File: src/hw/rtl/nte_pkg.sv
// ============================================================================
// N-tuple evaluator package
// Shared constants, types and a helper function for the n-tuple value
// evaluator: table geometry, request codes, sequencer controls and weight
// saturation.
// ============================================================================
package nte_pkg;

    localparam int FOUR_TUPLES = 12;
    localparam int WEIGHT_BITS = 32;

    localparam int BOARD_W  = 64;
    localparam int DELTA_W  = 32;
    localparam int IDX_W    = 20;
    localparam int WVAL_W   = 32;
    localparam int VALUE_W  = 36;
    localparam int RATE_W   = 16;
    localparam int SLOT_W   = 16;

    localparam int TABLE_DEPTH = FOUR_TUPLES * (1 << SLOT_W);
    localparam int ADDR_W      = $clog2(TABLE_DEPTH);
    localparam int TUPLE_W     = (FOUR_TUPLES > 1) ? $clog2(FOUR_TUPLES) : 1;
    localparam int CNT_W       = $clog2(FOUR_TUPLES + 1);

    localparam int SUM_W  = VALUE_W + 1;
    localparam int PROD_W = DELTA_W + RATE_W + 1;
    localparam int RND_W  = PROD_W + 1;
    localparam int STEP_W = RND_W - 16;

    localparam logic [RATE_W-1:0] LEARN_RATE_RESET = 16'd655;

    typedef logic [1:0]              req_t;
    typedef logic [WEIGHT_BITS-1:0]  weight_t;
    typedef logic [ADDR_W-1:0]       addr_t;
    typedef logic signed [SUM_W-1:0] sum_t;

    localparam req_t REQ_EVAL   = 2'd0;
    localparam req_t REQ_UPDATE = 2'd1;
    localparam req_t REQ_CLEAR  = 2'd2;
    localparam req_t REQ_WRITE  = 2'd3;

    typedef struct packed {
        logic mul_en;
        logic rnd_en;
        logic acc_clr;
        logic acc_en;
        logic update_mode;
    } alu_ctrl_t;

    localparam sum_t WMAX_EXT = SUM_W'((64'sd1 <<< (WEIGHT_BITS - 1)) - 64'sd1);
    localparam sum_t WMIN_EXT = -WMAX_EXT - SUM_W'(1);

    function automatic weight_t sat_weight(input sum_t v);
        weight_t r;
        if (v > WMAX_EXT) begin
            r = WMAX_EXT[WEIGHT_BITS-1:0];
        end else if (v < WMIN_EXT) begin
            r = WMIN_EXT[WEIGHT_BITS-1:0];
        end else begin
            r = v[WEIGHT_BITS-1:0];
        end
        return r;
    endfunction

endpackage

File: src/hw/rtl/nte_alu.sv
// ============================================================================
// N-tuple arithmetic unit
// Forms the rounded weight step from delta and the learning rate, and holds
// the one adder shared by value accumulation and saturating weight updates.
// ============================================================================
module nte_alu (
    input  logic                                aclk,
    input  nte_pkg::alu_ctrl_t                  ctrl,
    input  logic signed [nte_pkg::DELTA_W-1:0]  delta,
    input  logic [nte_pkg::RATE_W-1:0]          learn_rate,
    input  nte_pkg::weight_t                    rdata,
    output logic signed [nte_pkg::VALUE_W-1:0]  acc,
    output nte_pkg::weight_t                    wnew
);
    import nte_pkg::*;

    logic signed [PROD_W-1:0]  prod_reg;
    logic signed [STEP_W-1:0]  step_reg;
    logic signed [VALUE_W-1:0] acc_reg;
    logic signed [RND_W-1:0]   rnd;
    sum_t                      op_a;
    sum_t                      op_b;
    sum_t                      sum;

    assign rnd  = $signed({prod_reg[PROD_W-1], prod_reg}) + RND_W'(32768);
    assign op_a = ctrl.update_mode ? SUM_W'(step_reg) : SUM_W'(acc_reg);
    assign op_b = SUM_W'($signed(rdata));
    assign sum  = op_a + op_b;

    always_ff @(posedge aclk) begin
        if (ctrl.mul_en) begin
            prod_reg <= delta * $signed({1'b0, learn_rate});
        end
        if (ctrl.rnd_en) begin
            step_reg <= rnd[RND_W-1:16];
        end
        if (ctrl.acc_clr) begin
            acc_reg <= '0;
        end else if (ctrl.acc_en) begin
            acc_reg <= sum[VALUE_W-1:0];
        end
    end

    assign acc  = acc_reg;
    assign wnew = sat_weight(sum);

endmodule

File: config.mk
export PLATFORM = sky130hd
export DESIGN_NAME = nte_alu
export DESIGN_NICKNAME = d
export VERILOG_FILES = /design/src/hw/rtl/nte_pkg.sv /design/src/hw/rtl/nte_alu.sv
export SDC_FILE = /design/constraint.sdc
export NUM_CORES = 2
export LEC_CHECK = 0
export ABC_AREA = 0
export BUFFER_PORTS_ARGS = -buffer_cell sky130_fd_sc_hd__buf_2
export CORE_ASPECT_RATIO = 0.7
export CORE_UTILIZATION = 55
export CTS_BUF_LIST = sky130_fd_sc_hd__clkbuf_2
export DETAILED_ROUTE_END_ITERATION = 12
export PLACE_DENSITY = 0.8
export SYNTH_ARGS = -nofsm -noshare
export SYNTH_HDL_FRONTEND = slang
export SYNTH_SLANG_ARGS = --single-unit
export TNS_END_PERCENT = 20
File: constraint.sdc
create_clock -name aclk -period 7.7 [get_ports aclk]
set_clock_uncertainty 0.1 [all_clocks]
set_input_delay 0.77 -clock aclk [delete_from_list [all_inputs] [get_ports aclk]]
set_output_delay 0.77 -clock aclk [all_outputs]
set_load 0.01 [all_outputs]
==> results.ini <==
[run_status]
status = complete, no violations

[placed_design]
place_congestion = 0.976
port_buffers = 153
place_area_um2 = 25200
dp_hpwl_um = 50700

[timing]
final-max-slew-violation-count = 0
hold_viol_final = 0
max-slew-margin-rel = 0.285
clock.fmax_mhz = 141
period_share = 0.924
rsz0062_at_grt = no
timing.hold.ws_ps = 410
setup_violations = 0
worst_pin_slew_ps = 1070
min_period_ps = 7110
setup_tns_ps = 0

[detailed_routing]
wl_per_cell_um = 18.4
drtPass1Iterations = 6
drt_iter0_markers = 1418
drc = 0
viasPerCell = 5.55
ant_nets = 0
num_vias = 18454
drt-total-wl_um = 61300

[critical_path]
required_ps = 8000
reg2reg_from = step_reg[0]
cp-endpoint = prod_reg[46]
r2r_setup_slack_ps = 3790
cp-end-kind = flop
crit_fanout = 21
reg2reg_depth = 12
crit_type = input pin to flop
r2r_end = acc[30]
startpoint = learn_rate[3]
start_kind = input pin
arrival_ps = 7410

[global_routing]
grt_pass1_wl_um = 102000
grtUsageTotal = 0.293
grt_pass1_vias = 19986
grt_overflow = 0
antenna_found_initial = 1
grt_max_degree = 42

[synthesis]
ys_top_cells_by_area = fa_1, inv_1, edfxtp_1, ha_1, and2_1
synth_edf_count = 68
syn_avg_cell_area_um2 = 9.03
yosysMostFrequentCell = inv_1
synth_common_cells = inv_1, fa_1, nand2_1
yosys_most_used_dff = edfxtp_1
synth_top_cell_area_share = 0.407
ys_seq_elements = 104
ys_warn_count = 0
synth_cells = 2661
postSynth.asyncResetShare = 0
ys_seq_area_frac = 0.115
synth_area_leader_cell = fa_1
synth_nets = 3387
yosysUniqueCellTypes = 63
syn-cell-area_um2 = 24000

[floorplanning]
dieWidth_um = 252
rows = 63
die_area_um2 = 44500
io_pins = 154
start_util = 0.562
die_y_um = 177
core_um2 = 42700

[min_path]
hp-start = acc[34]
min_path_type = flop to flop

[cts]
clk-insertion-delay-late_ps = 620
cts-buffers-inserted = 9
cts_tree = yes
ctsResizeCount = 0
post-cts-setup-buffers = 0
clock_sinks = 104
cts_root_buf = clkbuf_2
htreeDepth = 3
cts_hold_buffers = 0
cts.reportedPaths.clkPinSlew_ps = 250
cts_max_path_buffers = 2

[finish]
largest_reg_flops = 36
syn_to_final_growth_pct = 5.48
nets = 3460
drive_gt1_frac = 0.0818
fin_area_um2 = 25300

[flow_run]
cap_violations = 0

[cells in the final DEF, fill, tap and decap left out, drive strengths merged, types with 25 or more instances in the layout]
cell type | netlist | routed
a21o | 26 | 26
a21oi | 78 | 78
and2 | 238 | 238
buf | 10 | 175
dfxtp | 36 | 36
edfxtp | 68 | 68
fa | 488 | 488
ha | 152 | 152
inv | 609 | 609
nand2 | 350 | 350
nand3 | 26 | 26
nand4 | 25 | 25
nor2 | 65 | 65
o21ai | 93 | 93
xnor2 | 67 | 67
xor2 | 40 | 40
[stage by stage]
| step | cells | util | setup WS, ps |
|---|---|---|---|
| after floorplan | 2661 | - | 1010 |
| after global placement | 3308 | 0.591 | 172 |
| after detailed placement | 3308 | 0.591 | 68.3 |
| after CTS | 3324 | 0.593 | 737 |
| after global routing | 3325 | 0.593 | 444 |
| final | 3326 | 0.593 | 587 |
[how the worst min path moves through the flow]
stage	slack [ps]	depth (start not counted)	endpoint
after floorplan	400	2	acc[34]
after global placement	380	2	acc[34]
after detailed placement	380	2	acc[34]
after CTS	370	4	acc[0]
after global routing	380	4	acc[0]
final	410	2	acc[34]
[worst max-delay path, stage by stage]
cell     delay (ps)
buf_2           430
buf_4           300
nand2_1         100
fa_1            510
fa_1            530
fa_1            530
inv_1            60
fa_1            490
fa_1            490
inv_1            50
fa_1            480
inv_1            40
ha_1            350
and3_1          220
nand4_1         160
nor3_1          420
nand4_1         380
a31oi_1         290
buf_4           170
nor3_1           70
o21ai_0         300
a21oi_1         140
xnor2_1         140
[per-layer routing]
metal	vias to the layer above	GRT usage	part of all wire
met1	9236	0.399	0.42
li1	8193	-	-
met4	0	0.0745	0.026
met3	143	0.0693	0.10
met5	-	0	0
met2	882	0.473	0.45
[layout make-up]
cell class	instances	area, um2
multi-input combinational	1835	18500
fill	3625	17400
sequential	104	2760
inverter	609	2290
timing repair buffer	175	931
tap	585	732
clock buffer	12	60.1
clock inverter	4	33.8
antenna	2	5.00
[cells by family (layout without fill, tap and decap cells)]
kind of cell,count (synthesis),in the layout,synth area share
adder cells (fa/ha/maj),640,640,0.486
multiplexers,40,40,0.0176
AO/OA/AOI/OAI,275,275,0.0718
other,0,2,0
XOR/XNOR,107,107,0.0390
buffers and inverters,722,800,0.114
flip-flops,104,104,0.115
AND/OR/NAND/NOR,773,773,0.157
Power is left out: the tool's default activity adds up to more than one toggle a clock period on the data nets, which glitch-free logic cannot reach.
